## src/hw/rtl/psqs_pkg.sv

```systemverilog
// Shared types, codes and constants for the process state queue scheduler.
package psqs_pkg;

    localparam int PSQ_MAX_PROCS = 16;
    localparam int MAXP_W        = 5;
    localparam logic [MAXP_W-1:0] MAXP_RESET = 5'd16;

    typedef enum logic [2:0] {
        REQ_CREATE = 3'd0,
        REQ_KILL   = 3'd1,
        REQ_SLICE  = 3'd2,
        REQ_BLOCK  = 3'd3,
        REQ_WAKE   = 3'd4,
        REQ_SETPRI = 3'd5
    } t_req;

    typedef enum logic [1:0] {
        ST_DONE     = 2'd0,
        ST_REJECT   = 2'd1,
        ST_EMPTY    = 2'd2,
        ST_NOTFOUND = 2'd3
    } t_status;

    typedef enum logic [1:0] {
        Q_READY = 2'd0,
        Q_IO    = 2'd1,
        Q_OTHER = 2'd2
    } t_qid;

    typedef enum logic [2:0] {
        S_IDLE,
        S_START,
        S_SCAN,
        S_WAKE,
        S_DISP,
        S_DISPW,
        S_RDRUN,
        S_OUT
    } t_state;

    typedef struct packed {
        logic [7:0]  id;
        logic [15:0] rtime;
        logic [7:0]  prio;
    } t_entry;

endpackage

```

## src/hw/rtl/process_state_queue_scheduler_top.sv

```systemverilog
// Process state queue scheduler: entry table, running slot and three FIFO queues.
// Every request goes through the start, dispatch, run-read and output states; create and set
// priority also scan the entry table one entry a cycle, and wake moves one entry to the ready
// queue. One request is handled at a time.
// The result register lets a new request be taken while the last result still waits.
// Reset (synchronous, active low) empties all queues, frees every entry and sets the limit to 16.
module process_state_queue_scheduler_top
    import psqs_pkg::*;
#(
    parameter int MAX_PROCS = PSQ_MAX_PROCS
) (
    input  logic              i_clk,
    input  logic              i_rst_n,
    // proc_id[7:0], run_time[23:8], new_priority[31:24], queue_sel[32], zero fill
    input  logic [39:0]       i_s_tdata,
    // req_type[2:0]
    input  logic [2:0]        i_s_tuser,
    input  logic              i_s_tvalid,
    output logic              o_s_tready,
    // status[1:0], run_valid[2], run_id[10:3], run_time_left[26:11],
    // run_priority[34:27], zero fill
    output logic [39:0]       o_m_tdata,
    output logic              o_m_tvalid,
    input  logic              i_m_tready,
    input  logic [MAXP_W-1:0] i_cfg_data,
    input  logic              i_cfg_valid,
    output logic              o_cfg_ready
);

    localparam int IW  = (MAX_PROCS > 1) ? $clog2(MAX_PROCS) : 1;
    localparam int CW  = $clog2(MAX_PROCS + 1);
    localparam int LW  = (CW > MAXP_W) ? CW : MAXP_W;
    localparam int QD  = 3 * (1 << IW);
    localparam int QAW = IW + 2;

    function automatic logic [IW-1:0] ptr_inc(input logic [IW-1:0] p);
        ptr_inc = (p == IW'(MAX_PROCS - 1)) ? '0 : p + 1'b1;
    endfunction

    // Control state
    t_state                r_state, n_state;
    t_req                  r_req, n_req;
    t_status               r_status, n_status;
    logic                  r_run_valid, n_run_valid;
    logic [IW-1:0]         r_run_idx, n_run_idx;
    logic [MAX_PROCS-1:0]  r_used, n_used;
    logic [CW-1:0]         r_live, n_live;
    logic [MAXP_W-1:0]     r_maxp;
    logic [IW-1:0]         r_head [3];
    logic [IW-1:0]         n_head [3];
    logic [IW-1:0]         r_tail [3];
    logic [IW-1:0]         n_tail [3];
    logic [CW-1:0]         r_qcnt [3];
    logic [CW-1:0]         n_qcnt [3];
    logic [CW-1:0]         r_cnt, n_cnt;
    logic                  r_pend, n_pend;
    logic [IW-1:0]         r_pidx, n_pidx;
    logic                  r_free_ok, n_free_ok;
    logic [IW-1:0]         r_free_idx, n_free_idx;
    logic                  r_out_valid, n_out_valid;

    // Request and result payload
    logic [7:0]            r_pid;
    logic [15:0]           r_rtime;
    logic [7:0]            r_npri;
    logic                  r_qsel;
    logic [39:0]           r_out_data, n_out_data;

    // Memories
    t_entry                r_tbl [MAX_PROCS];
    t_entry                r_tbl_rd;
    logic [IW-1:0]         r_qmem [QD];
    logic [IW-1:0]         r_q_rd;

    logic                  w_tbl_we, w_tbl_re;
    logic [IW-1:0]         w_tbl_waddr, w_tbl_raddr;
    t_entry                w_tbl_wdata;
    logic                  w_q_we, w_q_re;
    logic [QAW-1:0]        w_q_waddr, w_q_raddr;

    // One queue operation per cycle
    t_qid                  w_qop;
    logic                  w_push, w_pop;
    logic [IW-1:0]         w_push_idx;
    logic [IW-1:0]         w_sel_head, w_sel_tail;
    logic [CW-1:0]         w_sel_cnt;

    t_qid                  w_wq;
    logic [LW-1:0]         w_maxp_ext, w_lim;
    logic                  w_full;
    logic                  w_hit;
    logic                  w_s_xfer;

    assign o_s_tready = (r_state == S_IDLE);
    assign o_cfg_ready = 1'b1;
    assign o_m_tvalid = r_out_valid;
    assign o_m_tdata = r_out_data;
    assign w_s_xfer = i_s_tvalid && o_s_tready;

    assign w_wq = r_qsel ? Q_OTHER : Q_IO;
    assign w_maxp_ext = LW'(r_maxp);
    assign w_lim = (w_maxp_ext < LW'(MAX_PROCS)) ? w_maxp_ext : LW'(MAX_PROCS);
    assign w_full = (LW'(r_live) >= w_lim);
    assign w_hit = r_pend && r_used[r_pidx] && (r_tbl_rd.id == r_pid);

    assign w_sel_head = r_head[w_qop];
    assign w_sel_tail = r_tail[w_qop];
    assign w_sel_cnt = r_qcnt[w_qop];

    always_comb begin
        n_state = r_state;
        n_req = r_req;
        n_status = r_status;
        n_run_valid = r_run_valid;
        n_run_idx = r_run_idx;
        n_used = r_used;
        n_live = r_live;
        n_head = r_head;
        n_tail = r_tail;
        n_qcnt = r_qcnt;
        n_cnt = r_cnt;
        n_pend = r_pend;
        n_pidx = r_pidx;
        n_free_ok = r_free_ok;
        n_free_idx = r_free_idx;
        n_out_valid = r_out_valid;
        n_out_data = r_out_data;
        w_tbl_we = 1'b0;
        w_tbl_re = 1'b0;
        w_tbl_waddr = r_pidx;
        w_tbl_raddr = r_cnt[IW-1:0];
        w_tbl_wdata = r_tbl_rd;
        w_qop = Q_READY;
        w_push = 1'b0;
        w_pop = 1'b0;
        w_push_idx = r_run_idx;
        w_q_we = 1'b0;
        w_q_re = 1'b0;
        w_q_waddr = '0;
        w_q_raddr = '0;

        if (r_out_valid && i_m_tready) begin
            n_out_valid = 1'b0;
        end

        unique case (r_state)
            S_IDLE: begin
                if (w_s_xfer) begin
                    n_req = t_req'(i_s_tuser);
                    n_status = ST_DONE;
                    n_state = S_START;
                end
            end
            S_START: begin
                n_state = S_DISP;
                unique case (r_req) inside
                    REQ_CREATE, REQ_SETPRI: begin
                        if (r_req == REQ_CREATE && w_full) begin
                            n_status = ST_REJECT;
                        end else begin
                            n_cnt = '0;
                            n_pend = 1'b0;
                            n_free_ok = 1'b0;
                            n_state = S_SCAN;
                        end
                    end
                    REQ_KILL, REQ_SLICE, REQ_BLOCK: begin
                        if (!r_run_valid) begin
                            n_status = ST_EMPTY;
                        end else begin
                            n_run_valid = 1'b0;
                            if (r_req == REQ_KILL) begin
                                n_used[r_run_idx] = 1'b0;
                                if (r_live != '0) begin
                                    n_live = r_live - 1'b1;
                                end
                            end else begin
                                w_push = 1'b1;
                                w_push_idx = r_run_idx;
                                w_qop = (r_req == REQ_SLICE) ? Q_READY : w_wq;
                            end
                        end
                    end
                    REQ_WAKE: begin
                        if (r_qcnt[w_wq] == '0) begin
                            n_status = ST_EMPTY;
                        end else begin
                            w_qop = w_wq;
                            w_pop = 1'b1;
                            n_state = S_WAKE;
                        end
                    end
                    default: begin
                    end
                endcase
            end
            S_SCAN: begin
                // One table read is issued per cycle; its entry is checked in the next cycle.
                if (w_hit) begin
                    n_pend = 1'b0;
                    n_state = S_DISP;
                    if (r_req == REQ_CREATE) begin
                        n_status = ST_REJECT;
                    end else begin
                        w_tbl_we = 1'b1;
                        w_tbl_waddr = r_pidx;
                        w_tbl_wdata = '{id: r_tbl_rd.id, rtime: r_tbl_rd.rtime, prio: r_npri};
                    end
                end else begin
                    if (r_pend && !r_used[r_pidx] && !r_free_ok) begin
                        n_free_ok = 1'b1;
                        n_free_idx = r_pidx;
                    end
                    if (r_cnt < CW'(MAX_PROCS)) begin
                        w_tbl_re = 1'b1;
                        w_tbl_raddr = r_cnt[IW-1:0];
                        n_pend = 1'b1;
                        n_pidx = r_cnt[IW-1:0];
                        n_cnt = r_cnt + 1'b1;
                    end else begin
                        n_pend = 1'b0;
                        if (!r_pend) begin
                            n_state = S_DISP;
                            if (r_req == REQ_SETPRI) begin
                                n_status = ST_NOTFOUND;
                            end else if (r_free_ok) begin
                                w_tbl_we = 1'b1;
                                w_tbl_waddr = r_free_idx;
                                w_tbl_wdata = '{id: r_pid, rtime: r_rtime, prio: 8'd0};
                                n_used[r_free_idx] = 1'b1;
                                n_live = r_live + 1'b1;
                                w_push = 1'b1;
                                w_push_idx = r_free_idx;
                                w_qop = Q_READY;
                            end else begin
                                n_status = ST_REJECT;
                            end
                        end
                    end
                end
            end
            S_WAKE: begin
                w_push = 1'b1;
                w_push_idx = r_q_rd;
                w_qop = Q_READY;
                n_state = S_DISP;
            end
            S_DISP: begin
                if (!r_run_valid && r_qcnt[Q_READY] != '0) begin
                    w_qop = Q_READY;
                    w_pop = 1'b1;
                    n_state = S_DISPW;
                end else begin
                    n_state = S_RDRUN;
                end
            end
            S_DISPW: begin
                n_run_valid = 1'b1;
                n_run_idx = r_q_rd;
                n_state = S_RDRUN;
            end
            S_RDRUN: begin
                w_tbl_re = 1'b1;
                w_tbl_raddr = r_run_idx;
                n_state = S_OUT;
            end
            S_OUT: begin
                if (!r_out_valid || i_m_tready) begin
                    n_out_valid = 1'b1;
                    n_out_data = '0;
                    n_out_data[1:0] = r_status;
                    n_out_data[2] = r_run_valid;
                    if (r_run_valid) begin
                        n_out_data[10:3] = r_tbl_rd.id;
                        n_out_data[26:11] = r_tbl_rd.rtime;
                        n_out_data[34:27] = r_tbl_rd.prio;
                    end
                    n_state = S_IDLE;
                end
            end
            default: begin
                n_state = S_IDLE;
            end
        endcase

        if (w_push && (w_sel_cnt < CW'(MAX_PROCS))) begin
            w_q_we = 1'b1;
            w_q_waddr = {w_qop, w_sel_tail};
            n_tail[w_qop] = ptr_inc(w_sel_tail);
            n_qcnt[w_qop] = w_sel_cnt + 1'b1;
        end
        if (w_pop) begin
            w_q_re = 1'b1;
            w_q_raddr = {w_qop, w_sel_head};
            n_head[w_qop] = ptr_inc(w_sel_head);
            n_qcnt[w_qop] = w_sel_cnt - 1'b1;
        end
    end

    always_ff @(posedge i_clk) begin
        if (!i_rst_n) begin
            r_state <= S_IDLE;
            r_req <= REQ_CREATE;
            r_status <= ST_DONE;
            r_run_valid <= 1'b0;
            r_run_idx <= '0;
            r_used <= '0;
            r_live <= '0;
            r_maxp <= MAXP_RESET;
            r_head <= '{default: '0};
            r_tail <= '{default: '0};
            r_qcnt <= '{default: '0};
            r_cnt <= '0;
            r_pend <= 1'b0;
            r_pidx <= '0;
            r_free_ok <= 1'b0;
            r_free_idx <= '0;
            r_out_valid <= 1'b0;
        end else begin
            r_state <= n_state;
            r_req <= n_req;
            r_status <= n_status;
            r_run_valid <= n_run_valid;
            r_run_idx <= n_run_idx;
            r_used <= n_used;
            r_live <= n_live;
            if (i_cfg_valid && o_cfg_ready) begin
                r_maxp <= i_cfg_data;
            end
            r_head <= n_head;
            r_tail <= n_tail;
            r_qcnt <= n_qcnt;
            r_cnt <= n_cnt;
            r_pend <= n_pend;
            r_pidx <= n_pidx;
            r_free_ok <= n_free_ok;
            r_free_idx <= n_free_idx;
            r_out_valid <= n_out_valid;
        end
    end

    always_ff @(posedge i_clk) begin
        if (w_s_xfer) begin
            r_pid <= i_s_tdata[7:0];
            r_rtime <= i_s_tdata[23:8];
            r_npri <= i_s_tdata[31:24];
            r_qsel <= i_s_tdata[32];
        end
        r_out_data <= n_out_data;
    end

    always_ff @(posedge i_clk) begin
        if (w_tbl_we) begin
            r_tbl[w_tbl_waddr] <= w_tbl_wdata;
        end
        if (w_tbl_re) begin
            r_tbl_rd <= r_tbl[w_tbl_raddr];
        end
    end

    always_ff @(posedge i_clk) begin
        if (w_q_we) begin
            r_qmem[w_q_waddr] <= w_push_idx;
        end
        if (w_q_re) begin
            r_q_rd <= r_qmem[w_q_raddr];
        end
    end

    // The live count always matches the number of allocated entries.
    a_live_matches_used: assert property (@(posedge i_clk) disable iff (!i_rst_n)
        $countones(r_used) == int'(r_live))
        else $error("live count differs from allocated entries");

    // Between requests every live entry is either running or waiting in exactly one queue.
    a_entries_accounted: assert property (@(posedge i_clk) disable iff (!i_rst_n)
        (r_state == S_IDLE) |->
        (int'(r_qcnt[0]) + int'(r_qcnt[1]) + int'(r_qcnt[2]) + int'(r_run_valid)
            == int'(r_live)))
        else $error("queue and running occupancy differ from live count");

    // Between requests nothing is left waiting in the ready queue while the slot is free.
    a_dispatch_done: assert property (@(posedge i_clk) disable iff (!i_rst_n)
        (r_state == S_IDLE && !r_run_valid) |-> (r_qcnt[Q_READY] == '0))
        else $error("ready entry left undispatched");

    // A request is only started by an input transfer.
    a_start_needs_xfer: assert property (@(posedge i_clk) disable iff (!i_rst_n)
        (r_state == S_IDLE && !w_s_xfer) |=> (r_state == S_IDLE))
        else $error("request started without an input transfer");

endmodule
```

## config.mk

```make
export PLATFORM = sky130hd
export DESIGN_NAME = process_state_queue_scheduler_top
export DESIGN_NICKNAME = d
export VERILOG_FILES = /design/src/hw/rtl/psqs_pkg.sv /design/src/hw/rtl/process_state_queue_scheduler_top.sv
export SDC_FILE = /design/constraint.sdc
export NUM_CORES = 1
export LEC_CHECK = 0
export ABC_AREA = 1
export BUFFER_PORTS_ARGS = -buffer_cell sky130_fd_sc_hd__buf_2
export CORE_UTILIZATION = 36
export CTS_CLUSTER_DIAMETER = 200
export DETAILED_ROUTE_END_ITERATION = 16
export PLACE_DENSITY = 0.62
export SYNTH_ARGS = -nofsm -noshare
export SYNTH_HDL_FRONTEND = slang
export SYNTH_SLANG_ARGS = --single-unit
```

## constraint.sdc

```tcl
create_clock -name i_clk -period 3.7 [get_ports i_clk]
set_clock_uncertainty 0.05 [all_clocks]
set_input_delay 0.37 -clock i_clk [delete_from_list [all_inputs] [get_ports i_clk]]
set_output_delay 0.37 -clock i_clk [all_outputs]
set_load 0.005 [all_outputs]
```

After elaboration in Yosys (flattened, before gate mapping)
Memory sizes are Yosys's and may differ from the RTL's. A register that Yosys moved wholly into a read port is not among the register bits.
Index checks and enable logic that the tools add are counted.

word-level totals
  flip-flop bits (word level) = 162
  RAM bits = 704
  input port bits = 53
  output and inout port bits = 43
  memories = 2

memories
  name    words  bits a word  rd ports  clocked after memory_dff  wr ports  RTL line                                 text
  r_tbl   16     32           1         1                         1         process_state_queue_scheduler_top.sv:70  t_entry r_tbl [MAX_PROCS];
  r_qmem  48     4            1         1                         1         process_state_queue_scheduler_top.sv:72  logic [IW-1:0] r_qmem [QD];

operators by class
  add/subtract/negate cells = 7
  magnitude comparators = 12
  equality and inequality tests = 38
  multiplexer cells = 142
  bitwise gates (word level) = 6
  reduce and logical (&&, ||, !) cells = 39

operators with widths
  kind                                                                          number
  32-bit two-way mux                                                            6
  16-bit two-way mux                                                            8
  5-bit two-way mux                                                             19
  4-bit two-way mux                                                             19
  2-bit two-way mux                                                             17
  1-bit two-way mux                                                             33
  16-bit case mux with 2 select lines                                           1
  15-bit bitwise mux                                                            2
  15-bit two-way mux                                                            2
  12-bit bitwise mux                                                            2
  2-bit inequality test, second input constant                                  12
  3-bit case mux with 8 select lines                                            1
  3-bit two-way mux                                                             7
  5-bit binary-select mux with 2-bit select                                     2
  5-bit case mux with 2 select lines                                            2
  10-bit AND reduction                                                          2
  3-bit equality test, second input constant                                    6
  3-bit inequality test, second input constant                                  6
  16-bit AND                                                                    1
  4-bit binary-select mux with 2-bit select                                     2
  16-bit NOT                                                                    1
  16-bit OR                                                                     1
  5-bit by 1-bit adder with 5-bit output, second input constant                 3
  4-bit by 5-bit less-than comparator with 1-bit output, second input constant  3
  43 further kinds                                                              86

Depth between registers and ports, before layout
  word-level depth = 18
  depth in mapped cells = 21

Least setup slack after synthesis
OpenSTA, ideal clock, no wires.

  path type = register to register
  start point = register r_state[0]
  end point = memory r_qmem[0][0] (netlist bit) (data pin)
  arrival = 3226 ps
  data required time = 3049 ps
  setup slack = -176 ps
  cell stages (with the launch flop) = 9
  buffers on the path = 1
  period minus slack after synthesis = 3876 ps
  cell sequence = dfxtp_1 buf_2 inv_1 nand2_1 nor2_2 nand2_1 nor2_1 a21oi_1 o32ai_1

on the way
  word-level cells in the longest chain between the ends = 2
  elaborated cells between the ends (all ways) = 3
  those cells by class = eq/ne (2); mux (1)

RTL lines
  element                                         RTL line                                  text
  from (decl)                                     process_state_queue_scheduler_top.sv:41   t_state r_state, n_state;
  from (signal assigned)                          process_state_queue_scheduler_top.sv:320  r_state <= n_state;
  3-bit by 2-bit equality test with 1-bit output  process_state_queue_scheduler_top.sv:146  unique case (r_state)
  4-bit case mux with 2 select lines (*)          process_state_queue_scheduler_top.sv:146
  net w_push_idx[0]                               process_state_queue_scheduler_top.sv:84   logic [IW-1:0] w_push_idx;
  to (decl)                                       process_state_queue_scheduler_top.sv:72

The timed path passes the listed nets; every way through them passes the cells marked *.

Final worst setup path
  start point = register r_qsel
  end point = memory r_qmem[25][1] (netlist bit) (enable)

on the way
  word-level cells in the longest chain between the ends = 18
  elaborated cells between the ends (all ways) = 25
  those cells by class = order compare (1); mux (20); bitwise (2); reduce/logical (2)

RTL lines
  element                                                RTL line                                                                            text
  from (decl)                                            process_state_queue_scheduler_top.sv:66                                             logic r_qsel;
  from (signal assigned)                                 process_state_queue_scheduler_top.sv:347                                            r_qsel <= i_s_tdata[32];
  2-bit two-way mux (*)                                  process_state_queue_scheduler_top.sv:100                                            assign w_wq = r_qsel ? Q_OTHER : Q_IO;
  2-bit NOT with 3-bit output (implied by the code)      process_state_queue_scheduler_top.sv:185                                            if (r_qcnt[w_wq] == '0) begin
  5-bit binary-select mux with 2-bit select              process_state_queue_scheduler_top.sv:185
  5-bit two-way mux (implied by the code) (2 in series)  process_state_queue_scheduler_top.sv:185
  5-bit zero test                                        process_state_queue_scheduler_top.sv:185
  2-bit two-way mux                                      process_state_queue_scheduler_top.sv:185
  2-bit case mux with 2 select lines (*)                 process_state_queue_scheduler_top.sv:156                                            unique case (r_req) inside
  2-bit two-way mux (*)                                  n/a
  2-bit NOT with 3-bit output (implied by the code)      process_state_queue_scheduler_top.sv:107, process_state_queue_scheduler_top.sv:108
  5-bit binary-select mux with 2-bit select              process_state_queue_scheduler_top.sv:108                                            assign w_sel_cnt = r_qcnt[w_qop];
  5-bit two-way mux (implied by the code) (2 in series)  process_state_queue_scheduler_top.sv:108
  5-bit less-than comparator                             process_state_queue_scheduler_top.sv:286                                            if (w_push && (w_sel_cnt < CW'(MAX_PROCS))) begin
  1-bit logical AND                                      process_state_queue_scheduler_top.sv:286
  1-bit two-way mux                                      process_state_queue_scheduler_top.sv:286
  1-bit two-way mux                                      process_state_queue_scheduler_top.sv:362                                            if (w_q_we) begin
  1-bit two-way mux (implied by the code)                process_state_queue_scheduler_top.sv:363                                            r_qmem[w_q_waddr] <= w_push_idx;

Every way passes the cells marked *; elsewhere a longest branch is shown, timed or not. The select of a mux whose other input is x is not followed.

==> metrics.md <==
| Metric | Value |
|---|---|
| Status | `finished, final reports clean` |
| Ys async rst share | `0%` |
| Tot GR Track Use | `between 10% and 20%` |
| RR Startpoint | `r_qsel` |
| Max Cap Viol | `0` |
| Most common cell after layout, fill and taps aside | `edfxtp_1` |
| Number of synthesized flops with an enable pin | `808` |
| Final Routed Wirelength | `around 95000 um` |
| Vias/cell | `5.20` |
| GPL Wtd Cong | `between 0.8 and 0.9` |
| Most frequent cells in the layout | `edfxtp_1, nor2_1, nand2_1, o21ai_0, inv_1` |
| Distinct cell type count after synthesis | `between 50 and 60` |
| IO buf count | `82` |
| Longest Clk Path Bufs | `3` |
| Die ar. | `~110000 um2` |
| Placement Rows | `~120` |
| Final TNS setup | `0 ns` |
| Starting Density | `between 30% and 40%` |
| Share of layout cells above drive strength 1 | `about an eighth` |
| Depth of the worst register-to-register path | `13` |
| PwrDens | `585 nW/um2` |
| CTS tree | `built` |
| RSZ-0062 raised after global routing | `false` |
| CTS H-tree lvls | `3` |
| Slew margin rel. | `between 40% and 50%` |
| Peak supply drop | `0.000346 V` |
| Vias in the first global route | `~24000` |
| Post-Synthesis Cell Area | `37400 um2` |
| Final min period | `approximately 3.4 ns` |
| Layout fillers | `approximately 9500` |
| Main synth FF type | `edfxtp_1` |
| Part of the Yosys area used for sequential elements | `a little over two thirds` |
| Syn Area/Cell | `between 10 and 15 um2` |
| Worst Path Max Fanout | `7` |
| Initial DRC Count | `2554` |
| Final Hold Viols | `0` |
| Clk_lat worst skew | `approximately 0.67 ns` |
| Num CTS Buffers | `90` |
| CTS sink count | `902` |
| N_diodes | `0` |
| DP HPWL | `55800 um` |
| IO Pins | `96` |
| Hold Crit Depth | `3` |
| Core area | `~100000 um2` |
| Post-synth top area cell | `edfxtp_1` |
| Die H | `roughly 320 um` |
| Fin crit share | `roughly 90%` |
| Hold Path End | `r_req[1]` |
| DRC viols | `0` |
| CTS root buf | `clkbuf_16` |
| Register bit total from synthesis | `roughly 900` |
| Worst reg2reg setup slack | `about 0.30 ns` |
| First-pass GRT wire length | `~140000 um` |
| CP Launch Type | `flip-flop` |
| DRT antenna net count | `0` |
| Synthesized instance count | `3273` |
| Placed cell count | `about 4700` |
| Slew at the pin closest to its max-slew limit | `0.859 ns` |
| Pin count of the biggest net entering global routing | `108` |
| Warnings, synthesis | `0` |
| WS Path Type | `reg -> reg` |
| Worst flop-to-flop path endpoint | `r_qmem[25][1]` |
| Pre-antenna DRT Iters | `7` |
| Initial antenna violation count | `1` |
| Layout Nets | `between 3000 and 4000` |
| Pleak | `approximately 0.016 uW` |
| CP endpoint kind | `flip-flop` |
| CP required | `3.96 ns` |
| Post-synth top area share | `between 60% and 70%` |
| Setup violators final | `0` |
| Clock transition at path regs | `0.06 ns` |
| Max Freq | `between 200 and 300 MHz` |
| Die X-Extent | `approximately 320 um` |
| DR WL/cell | `19.6 um` |
| Fin cells | `between 4000 and 5000` |
| HP Class | `in -> reg` |
| Area delta synth->final | `16.7%` |
| Vias | `roughly 25000` |
| Hold Crit Start | `i_s_tuser[1]` |
| Global route total overflow | `0` |
| Synth area leaders | `edfxtp_1, dfxtp_1, o21ai_0` |
| Slew Viols, Final | `0` |
| Arrival @ worst endpoint | `roughly 3.7 ns` |
## power by group
part	switching (uW)	internal [uW]	total (uW)
combinational	2910	1090	4000
clock	3980	5400	9380
sequential	261	11900	12200
## cells in the mapped netlist, drive strengths merged (2+ instances only)
| cell type | number |
|---|---|
| a211oi | 5 |
| a21oi | 76 |
| a22o | 8 |
| a31oi | 2 |
| buf | 47 |
| clkbuf | 135 |
| clkinv | 2 |
| conb | 2 |
| dfxtp | 94 |
| edfxtp | 808 |
| ha | 13 |
| inv | 301 |
| nand2 | 393 |
| nand3 | 218 |
| nand3b | 3 |
| nand4 | 32 |
| nor2 | 480 |
| nor3 | 32 |
| nor3b | 3 |
| nor4 | 2 |
| o211a | 16 |
| o211ai | 41 |
| o21a | 3 |
| o21ai | 396 |
| o21bai | 2 |
| o221ai | 97 |
| o22ai | 35 |
| o31ai | 2 |
| o32ai | 4 |
| or2 | 3 |
| xnor2 | 2 |
| xor2 | 10 |
## metrics by stage
stage	hold slack [ns]	utilization, %	setup slack [ns]	cell area [um2]	total power, uW
floorplan	0.356	-	-0.176	37500	14900
global placement	0.401	39.2	0.319	40100	16300
detailed placement	0.407	39.2	0.312	40100	16300
CTS	0.00364	42.6	0.271	43700	25700
global route	0.0694	42.7	0.00799	43700	26600
finish	0.0504	42.7	0.295	43700	25600
## sequential cells by signal, summed over array words and instances, names as in the netlist, 2 cells and up
| signal | flops |
|---|---|
| r_qmem | 192 |
| r_req | 3 |
| r_cnt | 5 |
| r_head | 12 |
| r_used | 16 |
| o_m_tdata | 35 |
| r_rtime | 16 |
| r_qcnt | 15 |
| r_tbl_rd | 32 |
| r_tbl | 512 |
| r_npri | 8 |
| r_free_idx | 4 |
| r_pid | 8 |
| r_tail | 12 |
| r_live | 5 |
| r_state | 3 |
| r_q_rd | 4 |
| r_pidx | 4 |
| r_status | 2 |
| r_maxp | 5 |
| r_run_idx | 4 |
## worst max path at each step
| stage | from | to | cells after the start |
|---|---|---|---|
| 3_3_place_gp | r_qsel | r_qmem[27][1] | 14 |
| 6_report | r_qsel | r_qmem[25][1] | 13 |
| 4_1_cts | r_qsel | r_qmem[38][1] | 16 |
| 2_1_floorplan | r_state[0] | r_qmem[0][0] | 8 |
| 3_5_place_dp | r_qsel | r_qmem[27][3] | 13 |
| 5_1_grt | r_qsel | r_qmem[39][1] | 16 |
## kinds of logic (layout without fill, tap and decap cells)
logic type	after synthesis	after routing	share of synthesized area [%]
buffers and inverters	485	706	5.18
flip-flops	902	902	69.8
other	2	6	0.0201
adder cells (fa/ha/maj)	14	14	0.488
XOR/XNOR	12	12	0.281
AO/OA/AOI/OAI	690	690	11.1
AND/OR/NAND/NOR	1168	1168	13.1
## critical path, stage by stage, from the launching register on
cell and delay, ns:
edfxtp_1 0.50, nor2_1 0.18, nand3_1 0.13, nand3_1 0.12
nand2_2 0.11, nand2_2 0.23, nor2_4 0.07, inv_1 0.16
nor2_1 0.07, a211oi_2 0.19, inv_1 0.13, nor2_1 0.24
nand2_1 0.39, nor2_1 0.48
## final cells by class
cell class	instances	area, um2	share of cell area [%]
clock buffer	108	2330	5.33
sequential	902	26100	59.8
timing repair buffer	236	1980	4.53
clock inverter	59	743	1.70
multi-input combinational	1890	9650	22.1
tap	1368	1710	3.92
inverter	303	1150	2.63
## metal layers
layer	vias to the layer above	global-route usage (%)	routed length [um]
li1	12000	-	-
met1	12300	24.7	41700
met2	872	28.8	44600
met3	157	2.64	6690
met4	2	5.24	2340
met5	-	0	13
## what timing repair did
item | CTS | global route
hold endpoints to repair | 40 | 0
buffers inserted | 0 | 2
hold buffers | 45 | 0
resized for setup | 0 | 8
setup endpoints to repair | 0 | 76
Note: power is estimated with default switching activity, not from simulation.
